--- config.mk ---
export PLATFORM = sky130hd
export DESIGN_NAME = lcd_nibble_task_sequencer_core
export DESIGN_NICKNAME = d
export VERILOG_FILES = /design/src/lnts_pkg.sv /design/src/lnts_ram.sv /design/src/lnts_step.sv /design/src/lcd_nibble_task_sequencer_core.sv
export SDC_FILE = /design/constraint.sdc
export NUM_CORES = 2
export LEC_CHECK = 0
export ABC_AREA = 0
export CORE_MARGIN = 1
export CORE_UTILIZATION = 36
export CTS_CLUSTER_DIAMETER = 60
export DETAILED_ROUTE_END_ITERATION = 8
export DONT_BUFFER_PORTS = 1
export SLEW_MARGIN = 20
export SYNTH_ARGS = -nofsm -noshare
export SYNTH_HDL_FRONTEND = slang
export SYNTH_SLANG_ARGS = --single-unit
--- constraint.sdc ---
create_clock -name clk -period 6.65 [get_ports clk]
set_input_delay 0 -clock clk [delete_from_list [all_inputs] [get_ports clk]]
set_output_delay 0 -clock clk [all_outputs]
set_load 0.02 [all_outputs]
--- src/lnts_pkg.sv ---
`timescale 1ns / 1ps
// ----------------------------------------------------------------------------
// lnts_pkg
// shared types, constants and helpers of the lcd nibble task sequencer
// ----------------------------------------------------------------------------
package lnts_pkg;

  localparam int QUEUE_DEPTH = 64;
  localparam int IDX_W       = $clog2(QUEUE_DEPTH);

  // task kinds
  localparam logic [1:0] KIND_NONE  = 2'd0;
  localparam logic [1:0] KIND_WAIT  = 2'd1;
  localparam logic [1:0] KIND_WRITE = 2'd2;
  localparam logic [1:0] KIND_BUSY  = 2'd3;

  // phases
  localparam logic [1:0] PH_0 = 2'd0;
  localparam logic [1:0] PH_1 = 2'd1;
  localparam logic [1:0] PH_2 = 2'd2;
  localparam logic [1:0] PH_3 = 2'd3;

  // bit of the task word that drives register select
  localparam int RS_BIT = 9;

  // item kinds on func
  localparam logic FUNC_PUSH = 1'b0;
  localparam logic FUNC_TICK = 1'b1;

  typedef logic [IDX_W-1:0] idx_t;

  typedef struct packed {
    logic [1:0]  kind;
    logic [15:0] data;
    logic [1:0]  phase;
  } entry_t;

  localparam int ENTRY_W = $bits(entry_t);

  typedef struct packed {
    logic       rs;
    logic [3:0] nibble;
    logic       enable;
  } pins_t;

  typedef struct packed {
    entry_t entry;
    pins_t  pins;
    logic   pop;
  } step_t;

  // ring increment, wraps at the queue depth
  function automatic idx_t next_slot(input idx_t i);
    idx_t n;
    if (i == idx_t'(QUEUE_DEPTH - 1)) begin
      n = '0;
    end else begin
      n = i + idx_t'(1);
    end
    return n;
  endfunction

endpackage

--- src/lnts_ram.sv ---
`timescale 1ns / 1ps
// ----------------------------------------------------------------------------
// lnts_ram
// generic single write port ram with one registered read port
// ----------------------------------------------------------------------------
module lnts_ram #(
  parameter int WIDTH = 8,
  parameter int DEPTH = 16
) (
  input  logic                     clk,
  input  logic                     we,
  input  logic [$clog2(DEPTH)-1:0] waddr,
  input  logic [WIDTH-1:0]         wdata,
  input  logic [$clog2(DEPTH)-1:0] raddr,
  output logic [WIDTH-1:0]         rdata
);

  logic [WIDTH-1:0] mem [DEPTH];

  always_ff @(posedge clk) begin
    if (we) begin
      mem[waddr] <= wdata;
    end
    rdata <= mem[raddr];
  end

endmodule

--- src/lnts_step.sv ---
`timescale 1ns / 1ps
// ----------------------------------------------------------------------------
// lnts_step
// one tick of the head task: next entry, next pin levels and pop flag
// ----------------------------------------------------------------------------
module lnts_step (
  input  lnts_pkg::entry_t cur,
  input  lnts_pkg::pins_t  pins,
  output lnts_pkg::step_t  step
);

  always_comb begin
    step.entry = cur;
    step.pins  = pins;
    step.pop   = 1'b0;
    case (cur.kind)
      lnts_pkg::KIND_WAIT: begin
        if (cur.data == 16'd0) begin
          step.pop = 1'b1;
        end else begin
          step.entry.data = cur.data - 16'd1;
        end
      end
      lnts_pkg::KIND_WRITE: begin
        case (cur.phase)
          lnts_pkg::PH_0: begin
            step.pins.rs      = cur.data[lnts_pkg::RS_BIT];
            step.pins.nibble  = cur.data[7:4];
            step.pins.enable  = 1'b1;
            step.entry.phase  = lnts_pkg::PH_1;
          end
          lnts_pkg::PH_1: begin
            step.pins.enable  = 1'b0;
            step.entry.phase  = lnts_pkg::PH_2;
          end
          lnts_pkg::PH_2: begin
            step.pins.rs      = cur.data[lnts_pkg::RS_BIT];
            step.pins.nibble  = cur.data[3:0];
            step.pins.enable  = 1'b1;
            step.entry.phase  = lnts_pkg::PH_3;
          end
          default: begin
            step.pins.enable  = 1'b0;
            step.pop          = 1'b1;
          end
        endcase
      end
      lnts_pkg::KIND_BUSY: begin
        case (cur.phase)
          lnts_pkg::PH_0: begin
            step.pins.rs      = 1'b0;
            step.pins.nibble  = 4'd0;
            step.pins.enable  = 1'b1;
            step.entry.phase  = lnts_pkg::PH_1;
          end
          lnts_pkg::PH_1: begin
            step.pins.enable  = 1'b0;
            step.entry.phase  = lnts_pkg::PH_2;
          end
          lnts_pkg::PH_2: begin
            step.pins.enable  = 1'b1;
            step.entry.phase  = lnts_pkg::PH_3;
          end
          default: begin
            step.pins.enable  = 1'b0;
            step.pop          = 1'b1;
          end
        endcase
      end
      default: begin
        // no task: just pop
        step.pop = 1'b1;
      end
    endcase
  end

endmodule

--- src/lcd_nibble_task_sequencer_core.sv ---
`timescale 1ns / 1ps
// ----------------------------------------------------------------------------
// lcd_nibble_task_sequencer_core
// ring queue of lcd tasks driving a character display in 4-bit mode
// ----------------------------------------------------------------------------
// Each input word is either a push (func 0) that appends a task after the tail
// or a tick (func 1) that runs one step of the task at the head; every word
// yields exactly one result word with the rs, nibble and enable pin levels and
// the queue idle flag. Tasks live in a 64-entry ram with a registered read; a
// push writes its entry directly, while a tick reads the head entry from the
// ram, then modifies and writes it back, and when a pop moves the head onto the
// tail it also reads the new head entry to decide the idle flag. The queue has
// no full check: pushing past the depth overwrites the oldest entries. A bank
// of per-entry valid flags is cleared by reset, so the queue is usable at once
// with no clearing pass; an entry whose flag is low reads as no task.
// ----------------------------------------------------------------------------
module lcd_nibble_task_sequencer_core (
  input  logic        clk,
  input  logic        rst,
  // input words
  input  logic        in_valid,
  output logic        in_ready,
  input  logic        func,
  input  logic [1:0]  command,
  input  logic [15:0] task_data,
  input  logic [1:0]  start_phase,
  // result words
  output logic        out_valid,
  input  logic        out_ready,
  output logic        lcd_rs,
  output logic [3:0]  lcd_nibble,
  output logic        lcd_enable,
  output logic        queue_idle
);

  // sequencer states
  localparam logic [1:0] ST_IDLE  = 2'd0;  // waiting for a word
  localparam logic [1:0] ST_EXEC  = 2'd1;  // head entry read, run one step
  localparam logic [1:0] ST_CHECK = 2'd2;  // new head entry read, idle flag

  logic [1:0]                          state;
  lnts_pkg::idx_t                      head;
  lnts_pkg::idx_t                      tail;
  lnts_pkg::pins_t                     pins;
  logic [lnts_pkg::QUEUE_DEPTH-1:0]    valid;

  logic                                accept;
  lnts_pkg::idx_t                      tail_adv;
  lnts_pkg::idx_t                      head_adv;

  // task ram ports
  logic                                ram_we;
  lnts_pkg::idx_t                      ram_waddr;
  logic [lnts_pkg::ENTRY_W-1:0]        ram_wdata;
  lnts_pkg::idx_t                      ram_raddr;
  logic [lnts_pkg::ENTRY_W-1:0]        ram_rdata;

  lnts_pkg::entry_t                    cur_entry;
  lnts_pkg::step_t                     step;

  // result loading
  logic                                out_load;
  lnts_pkg::pins_t                     out_pins_d;
  logic                                out_idle_d;

  assign in_ready = (state == ST_IDLE) && (!out_valid || out_ready);
  assign accept   = in_valid && in_ready;
  assign tail_adv = lnts_pkg::next_slot(tail);
  assign head_adv = lnts_pkg::next_slot(head);

  // head entry as stored, reading as no task when never written or popped
  assign cur_entry = valid[head] ? lnts_pkg::entry_t'(ram_rdata) : '0;

  lnts_ram #(
    .WIDTH (lnts_pkg::ENTRY_W),
    .DEPTH (lnts_pkg::QUEUE_DEPTH)
  ) u_task_ram (
    .clk   (clk),
    .we    (ram_we),
    .waddr (ram_waddr),
    .wdata (ram_wdata),
    .raddr (ram_raddr),
    .rdata (ram_rdata)
  );

  lnts_step u_step (
    .cur  (cur_entry),
    .pins (pins),
    .step (step)
  );

  // ram access: a push writes at the advanced tail, a step that keeps the
  // task writes it back at the head; reads look at the head, or at the slot
  // after it while a step is running
  always_comb begin
    ram_we    = 1'b0;
    ram_waddr = head;
    ram_wdata = step.entry;
    ram_raddr = head;
    if (accept && (func == lnts_pkg::FUNC_PUSH)) begin
      ram_we    = 1'b1;
      ram_waddr = tail_adv;
      ram_wdata = {command, task_data, start_phase};
    end else if (state == ST_EXEC) begin
      ram_we    = !step.pop;
      ram_raddr = head_adv;
    end
  end

  // result of the current word, when it is settled this cycle
  always_comb begin
    out_load   = 1'b0;
    out_pins_d = pins;
    out_idle_d = 1'b0;
    case (state)
      ST_IDLE: begin
        if (accept && (func == lnts_pkg::FUNC_PUSH)) begin
          // only when the tail lands on the head does the new task sit there
          out_load   = 1'b1;
          out_idle_d = (tail_adv == head) && (command == lnts_pkg::KIND_NONE);
        end
      end
      ST_EXEC: begin
        out_pins_d = step.pins;
        if (step.pop) begin
          if (head == tail) begin
            // head stays on a freshly cleared entry
            out_load   = 1'b1;
            out_idle_d = 1'b1;
          end else if (head_adv != tail) begin
            out_load   = 1'b1;
            out_idle_d = 1'b0;
          end
        end else begin
          out_load   = 1'b1;
          out_idle_d = (head == tail) && (step.entry.kind == lnts_pkg::KIND_NONE);
        end
      end
      ST_CHECK: begin
        // head now equals tail, the flag follows the new head entry
        out_load   = 1'b1;
        out_idle_d = (cur_entry.kind == lnts_pkg::KIND_NONE);
      end
      default: begin
        out_load = 1'b0;
      end
    endcase
  end

  // control state
  always_ff @(posedge clk) begin
    if (rst) begin
      state     <= ST_IDLE;
      head      <= '0;
      tail      <= '0;
      pins      <= '0;
      valid     <= '0;
      out_valid <= 1'b0;
    end else begin
      if (out_load) begin
        out_valid <= 1'b1;
      end else if (out_ready) begin
        out_valid <= 1'b0;
      end
      case (state)
        ST_IDLE: begin
          if (accept) begin
            if (func == lnts_pkg::FUNC_PUSH) begin
              tail            <= tail_adv;
              valid[tail_adv] <= 1'b1;
            end else begin
              state <= ST_EXEC;
            end
          end
        end
        ST_EXEC: begin
          pins <= step.pins;
          if (step.pop) begin
            valid[head] <= 1'b0;
            if (head != tail) begin
              head <= head_adv;
              // landing on the tail needs a look at that entry
              state <= (head_adv == tail) ? ST_CHECK : ST_IDLE;
            end else begin
              state <= ST_IDLE;
            end
          end else begin
            state <= ST_IDLE;
          end
        end
        ST_CHECK: begin
          state <= ST_IDLE;
        end
        default: begin
          state <= ST_IDLE;
        end
      endcase
    end
  end

  // result payload
  always_ff @(posedge clk) begin
    if (out_load) begin
      lcd_rs     <= out_pins_d.rs;
      lcd_nibble <= out_pins_d.nibble;
      lcd_enable <= out_pins_d.enable;
      queue_idle <= out_idle_d;
    end
  end

  // no new word while a tick is in flight
  a_busy_blocks_input : assert property (
    @(posedge clk) disable iff (rst)
    (state != ST_IDLE) |-> !in_ready
  ) else $error("input taken while a tick is in progress");

  // the idle-flag read happens only once the head has met the tail
  a_check_at_tail : assert property (
    @(posedge clk) disable iff (rst)
    (state == ST_CHECK) |-> (head == tail)
  ) else $error("head entry check away from the tail");

  // a step always follows a tick accepted in the idle state
  a_exec_after_tick : assert property (
    @(posedge clk) disable iff (rst)
    (accept && (func == lnts_pkg::FUNC_TICK)) |=> (state == ST_EXEC)
  ) else $error("tick did not start a step");

endmodule
* Word-level counts from Yosys, hierarchy flattened
Memory sizes are Yosys's and may differ from the RTL's. A register that Yosys moved wholly into a read port is not among the register bits.
Cells that the tools add are included.
** Word-level totals
- Bits in registers :: 92
- Bits in writable memories :: 1280
- Input port bits :: 25
- Output and inout port bits :: 9
- Logic and storage cells :: 115
- Memories :: 1
** Memories
- u_task_ram.mem :: words 64, width 20, rd ports 1, clocked after memory_dff 1, wr ports 1, line lnts_ram.sv:18 : logic [WIDTH-1:0] mem [DEPTH];
** Operators by class
- Add/sub/neg operators :: 3
- Magnitude comparators :: 4
- Equal/unequal tests :: 18
- Mux-type cells :: 49
- Bitwise gates (word level) :: 4
- Reduce and logical (&&, ||, !) cells :: 24
** Operator list (number)
- $mux W64 :: 3
- $pmux W64 S2 :: 1
- $and A64 B64 Y64 :: 1
- $not A64 Y64 :: 1
- $or A64 B64 Y64 :: 1
- $mux W20 :: 2
- $mux W6 :: 6
- $mux W16 :: 2
- $mux W1 :: 19
- $eq A6 B6 Y1 :: 3
- $logic_not A16 Y1 :: 1
- $pmux W8 S2 :: 1
- $sub A16 B1 Y16 const B :: 1
- $lt A6 B7 Y1 const B :: 2
- $add A6 B1 Y6 const B :: 2
- $demux W1 S6 :: 2
- $eq A6 B6 Y1 const B :: 2
- $ge A6 B1 Y1 const B :: 2
- $ne A6 B6 Y1 :: 2
- $mux W2 :: 5
- $pmux W5 S2 :: 1
- $eq A2 B2 Y1 const B :: 4
- $logic_not A2 Y1 :: 4
- $ne A2 B2 Y1 const B :: 4
- 17 further kinds :: 30

* Longest topological paths before layout
- Word-level depth :: 12
- Depth in mapped cells :: 16
- Mapped depth without buffers :: 12

* Modules after synthesis
Synthesis repeated with hierarchy kept, for this count alone.
** Second synthesis, totals
- Cells, all modules :: 3024
- Area, all modules :: 55388.1 sq um
** Modules (own cells, without submodules)
- lnts_ram :: times used 1, cells an instance 2243, area an instance 49495.0 sq um
- lcd_nibble_task_sequencer_core :: times used 1, cells an instance 691, area an instance 5277.6 sq um
- lnts_step :: times used 1, cells an instance 90, area an instance 615.6 sq um

* Least setup slack after synthesis
No wires, ideal clock.
- Kind :: reg2reg
- From :: register head[4]
- To :: memory u_task_ram.mem[0][0] in the netlist's numbering (data pin)
- Arrival :: 5.142 ns
- Path slack :: 0.602 ns
- Stages on the path, launching flop included :: 8
- Buffers on the path :: 2
- Clock period less this slack :: 6.048 ns
- Cells stage by stage :: dfxtp_1 -> buf_2 -> or2_2 -> clkbuf_1 -> nor4_1 -> nand4b_1 -> nor2_1 -> o41ai_1
** Between the ends
- Word-level cells in the longest chain between the ends :: 7
- Elaborated cells on any way between the ends :: 11
- Those cells by class :: 4 x eq/ne; 6 x mux; 1 x reduce/logical
** RTL lines
- start, declared :: line lcd_nibble_task_sequencer_core.sv:42 : lnts_pkg::idx_t head;
- start signal, assigned :: line lcd_nibble_task_sequencer_core.sv:181 : head <= head_adv;
- $bmux W1 S6 * :: line lcd_nibble_task_sequencer_core.sv:72 : assign cur_entry = valid[head] ? lnts_pkg::entry_t'(ram_rdata) : '0;
- $mux W1 (not written as such) * :: line lcd_nibble_task_sequencer_core.sv:72
- $mux W20 * :: line lcd_nibble_task_sequencer_core.sv:72
- $eq A2 B2 Y1, or another cell as far along :: line lnts_step.sv:25, lnts_step.sv:49
- $pmux W2 S3 :: line lnts_step.sv:25, lnts_step.sv:49
- $pmux W8 S2 * :: line lnts_step.sv:16 : case (cur.kind)
- $mux W20 * :: line lcd_nibble_task_sequencer_core.sv:100 : if (accept && (func == lnts_pkg::FUNC_PUSH)) begin
- named net ram_wdata (one bit) :: line lcd_nibble_task_sequencer_core.sv:54 : logic [lnts_pkg::ENTRY_W-1:0] ram_wdata;
- end, declared :: line lnts_ram.sv:18
Mark *: on every way through the listed nets, which the timed path passes. The rest lies on a longest branch. The select of a mux whose other input is x is not followed.

* Final worst setup path
- From :: register head[2]
- To :: memory u_task_ram.mem[50][12] in the netlist's numbering (enable)
** Between the ends
- Word-level cells in the longest chain between the ends :: 12
- Elaborated cells on any way between the ends :: 21
- Those cells by class :: 5 x eq/ne; 11 x mux; 5 x reduce/logical
** RTL lines
- $bmux W1 S6 :: line lcd_nibble_task_sequencer_core.sv:72
- $mux W1 (not written as such) :: line lcd_nibble_task_sequencer_core.sv:72
- $mux W20 :: line lcd_nibble_task_sequencer_core.sv:72
- $eq A2 B1 Y1, or another cell as far along :: line lnts_step.sv:25, lnts_step.sv:49
- $reduce_or A3 Y1 (no source line)
- $mux W1 :: line lnts_step.sv:25, lnts_step.sv:49
- $pmux W1 S2 :: line lnts_step.sv:16
- $logic_not A1 Y1 :: line lcd_nibble_task_sequencer_core.sv:105 : ram_we = !step.pop;
- $mux W1 :: line lcd_nibble_task_sequencer_core.sv:104 : end else if (state == ST_EXEC) begin
- $mux W1 :: line lcd_nibble_task_sequencer_core.sv:100
- $mux W1 :: line lnts_ram.sv:21 : if (we) begin
- $mux W1 (not written as such) :: line lnts_ram.sv:22 : mem[waddr] <= wdata;
Several ways; a longest one is shown, not always the timed one. The select of a mux whose other input is x is not followed.

==> impl_metrics.yaml <==
outcome:
  outcome: "finished, violations left"
  violations: "design-rule violations"
clocking:
  ctsLongestPathBuffers: 3
  clk_pin_slew_ps: 60
  htreeDepth: 4
  cts_buffers: 147
  clock-root-buffer: "clkbuf_16"
  hold_buffers: 23
  cts-resized-gates: 0
  worst_skew_pair.late_latency_ps: 790
  clkSinkCount: 1392
  cts_tree: "yes"
  cts_setup_buffers: 0
cells_and_area:
  multi_input_area_um2: 18200
  fill_cells: 15000
  nets: 4390
  area_growth_pct: 13.9
  layout.cells.non_filler: 6679
  drive_above_1_share_pct: 15.4
  regArea_um2: 40800
placed_design:
  place_congestion: 0.915
  dpl.cell_count: 6379
  numPortBuffers: 0
  hpwl_um: 109000
  pre_cts_slack_ps: 1190
yosys:
  ys_seq_area_share_pct: 68.0
  synth_top_area_share_pct: 64.5
  netlist_top_cells_area: "edfxtp_1 64%, dfxtp_1 3.5%, mux2i_1 3.2%, nand2_1 2.5%, mux2_2 2.3%"
  synth_edf_count: 1287
  synth.ff_latch_count: 1392
  yosys.cell_count.top_type: "edfxtp_1"
  yosys.area.top_type: "edfxtp_1"
  synth_commonest_cells: "1287 x edfxtp_1, 403 x nand2_1, 272 x clkbuf_1"
  async_flop_share_pct: 0
  synth.avg_cell_area_um2: 13.7
  syn_inst: 4389
  synth_flop_cell: "edfxtp_1"
  synth_warnings: 0
  synth_cell_types: 76
  syn_area_um2: 59900
  syn_nets: 4417
floorplan:
  die-area_um2: 168000
  initial_core_util_pct: 36.3
  rows: 149
  die_h_um: 410
  core-area_um2: 165000
  io-pin-count: 34
  fp.dieW_um: 410
pwr:
  power_frac_seq_pct: 51.7
  total_power_mw: 18.8
  power.share.combinational_pct: 5.9
  leakagePower_nw: 21.5
  p_sw_mw: 4.32
  ir_drop_uv: 270
  switching_share_pct: 23.0
  power.density_nw_per_um2: 275
  p_int_mw: 14.5
  pwr-share-clk_pct: 42.4
timing:
  layout_min_cycle_time_ps: 5570
  hold_viol: 0
  finalCritPeriodShare_pct: 83.7
  tightestPinTransition_ps: 1190
  max_freq_mhz: 180
  timing.final.ws_setup_ps: 1080
  setup_viol: 0
  fin_skew_ps: 39.0
  rsz0062_at_grt: "no"
  relSlewSlack_pct: 20.7
  final_max_slew_viol_count: 0
  setup_tns_ps: 0
setup_path:
  critPathKind: "register to register"
  worst_ep_arrival_time_ps: 6090
  crit_path_max_incr_delay_ps: 920
  path_max_fanout: 32
  endpoint_kind: "register"
  critPathBufInv: 3
  critPathMostFrequentCell: "buf_4"
  crit_slowest_cell: "dfxtp_2"
  r2r_slack_ps: 1080
  start_kind: "register"
  rr_worst_depth: 14
  reg2reg_to: "u_task_ram.mem[50][12]"
  path_delay_family: "compound AO/OA/AOI/OAI gates"
  r2r_start: "head[2]"
  crit_required_ps: 7180
  crit_chain: "mux4_2 > nor2_1 > nor4_1 > nand4b_1 > o21ai_0 > ha_1 > inv_1 > o41a_4 > a21oi_4 > a2111oi_2 > buf_4 > o21bai_1 > nor2_2 > buf_4"
global_routing:
  grt_pass1_wl_um: 262000
  grt_usage_pct: 21.0
  antenna_found_initial: 8
  grt_overflow: 0
  grt_pass1_vias: 37100
  grt_start_max_net_pins: 198
min_path:
  worstHoldStart: "start_phase[0]"
  hold_path.class: "input port to register"
  min_path_cells: 3
  hold_path_end: "u_task_ram.mem[0][0]"
route:
  detail_route.wl_per_cell_um: 27.2
  drtIter0Drc: 5484
  drc: 12
  wl_um: 182000
  drtAntennaViolNets: 0
  via_per_inst: 6.00
  via_count: 40100
  firstDrtPassIters: 8
flow_run:
  drv_cap: 0
## power groups by stage
stage	registers (mW)	clock network, mW	logic, mW
after floorplan	9.88	0	0.629
after global placement	9.89	0	1.05
after global routing	9.70	8.40	1.16
after detailed placement	9.89	0	1.07
after CTS	9.70	8.06	1.09
final	9.70	7.97	1.10
## worst register-to-register path, stage by stage, from the launching register on
cell and delay [ps]:
dfxtp_2 920, mux4_2 640, nor2_1 130, nor4_1 70, nand4b_1 370, o21ai_0 250
ha_1 280, inv_1 100, o41a_4 540, a21oi_4 200, a2111oi_2 80, buf_4 210
o21bai_1 900, nor2_2 330, buf_4 300
## logic make-up after synthesis
kind of cell    after synthesis  synth area share [%]
buf+inv                     392                  2.76
xor+xnor                     37                 0.553
fa+ha+maj                     3                0.0626
simple gates               1160                  9.39
flops                      1392                  68.0
mux                         357                  7.11
compound gates             1048                  12.1
## routing by layer
layer  share of wire [%]  GRT usage, %
met5              0.0099             0
met1                  43          30.6
met3                 8.9          3.90
met2                  45          31.4
met4                 3.1          6.90
## worst max path at each step
stage,from,to,cells after the start
floorplan,head[4],u_task_ram.mem[0][0],7
global placement,head[2],u_task_ram.mem[61][0],14
detailed placement,head[2],u_task_ram.mem[50][14],14
CTS,head[2],u_task_ram.mem[50][3],14
global route,head[2],u_task_ram.mem[50][3],14
finish,head[2],u_task_ram.mem[50][12],14
## state kept, by name, indices dropped and copies added (netlist names)
name / cells
head: 6
lcd_enable: 1
lcd_nibble: 4
lcd_rs: 1
out_valid: 1
pins: 6
queue_idle: 1
state: 2
tail: 6
u_task_ram.mem: 1280
u_task_ram.rdata: 20
valid: 64
## through the flow
step                hold slack [ps]  utilization (%)  instance area (um2)
global placement               74.0             38.3                63300
CTS                            16.0             41.3                68200
detailed placement             75.7             38.3                63300
floorplan                       161                -                59900
global route                   28.9             41.3                68200
finish                         23.3             41.3                68200
## cell type report
cell class / instances / share of cell area [%]
Tap cell: 2189 / 4.01
Antenna cell: 10 / 0.0367
Multi-Input combinational cell: 2605 / 26.7
Inverter: 8 / 0.0513
Timing Repair Buffer: 208 / 2.68
Clock buffer: 205 / 5.94
Sequential cell: 1392 / 59.7
Clock inverter: 62 / 0.875
## placed cells by master (no fill, tap or decap), types with 77 or more instances in the layout
cell	instances
dfxtp_1	103
a211oi_1	96
buf_4	168
o2111ai_1	77
a21oi_1	215
nand2_1	397
edfxtp_1	1287
nand3_1	211
nor3_1	97
and3_1	93
nand4_1	85
clkbuf_16	152
o21ai_0	224
mux2i_1	194
mux2_2	120
(Power assumes the default switching activity.)
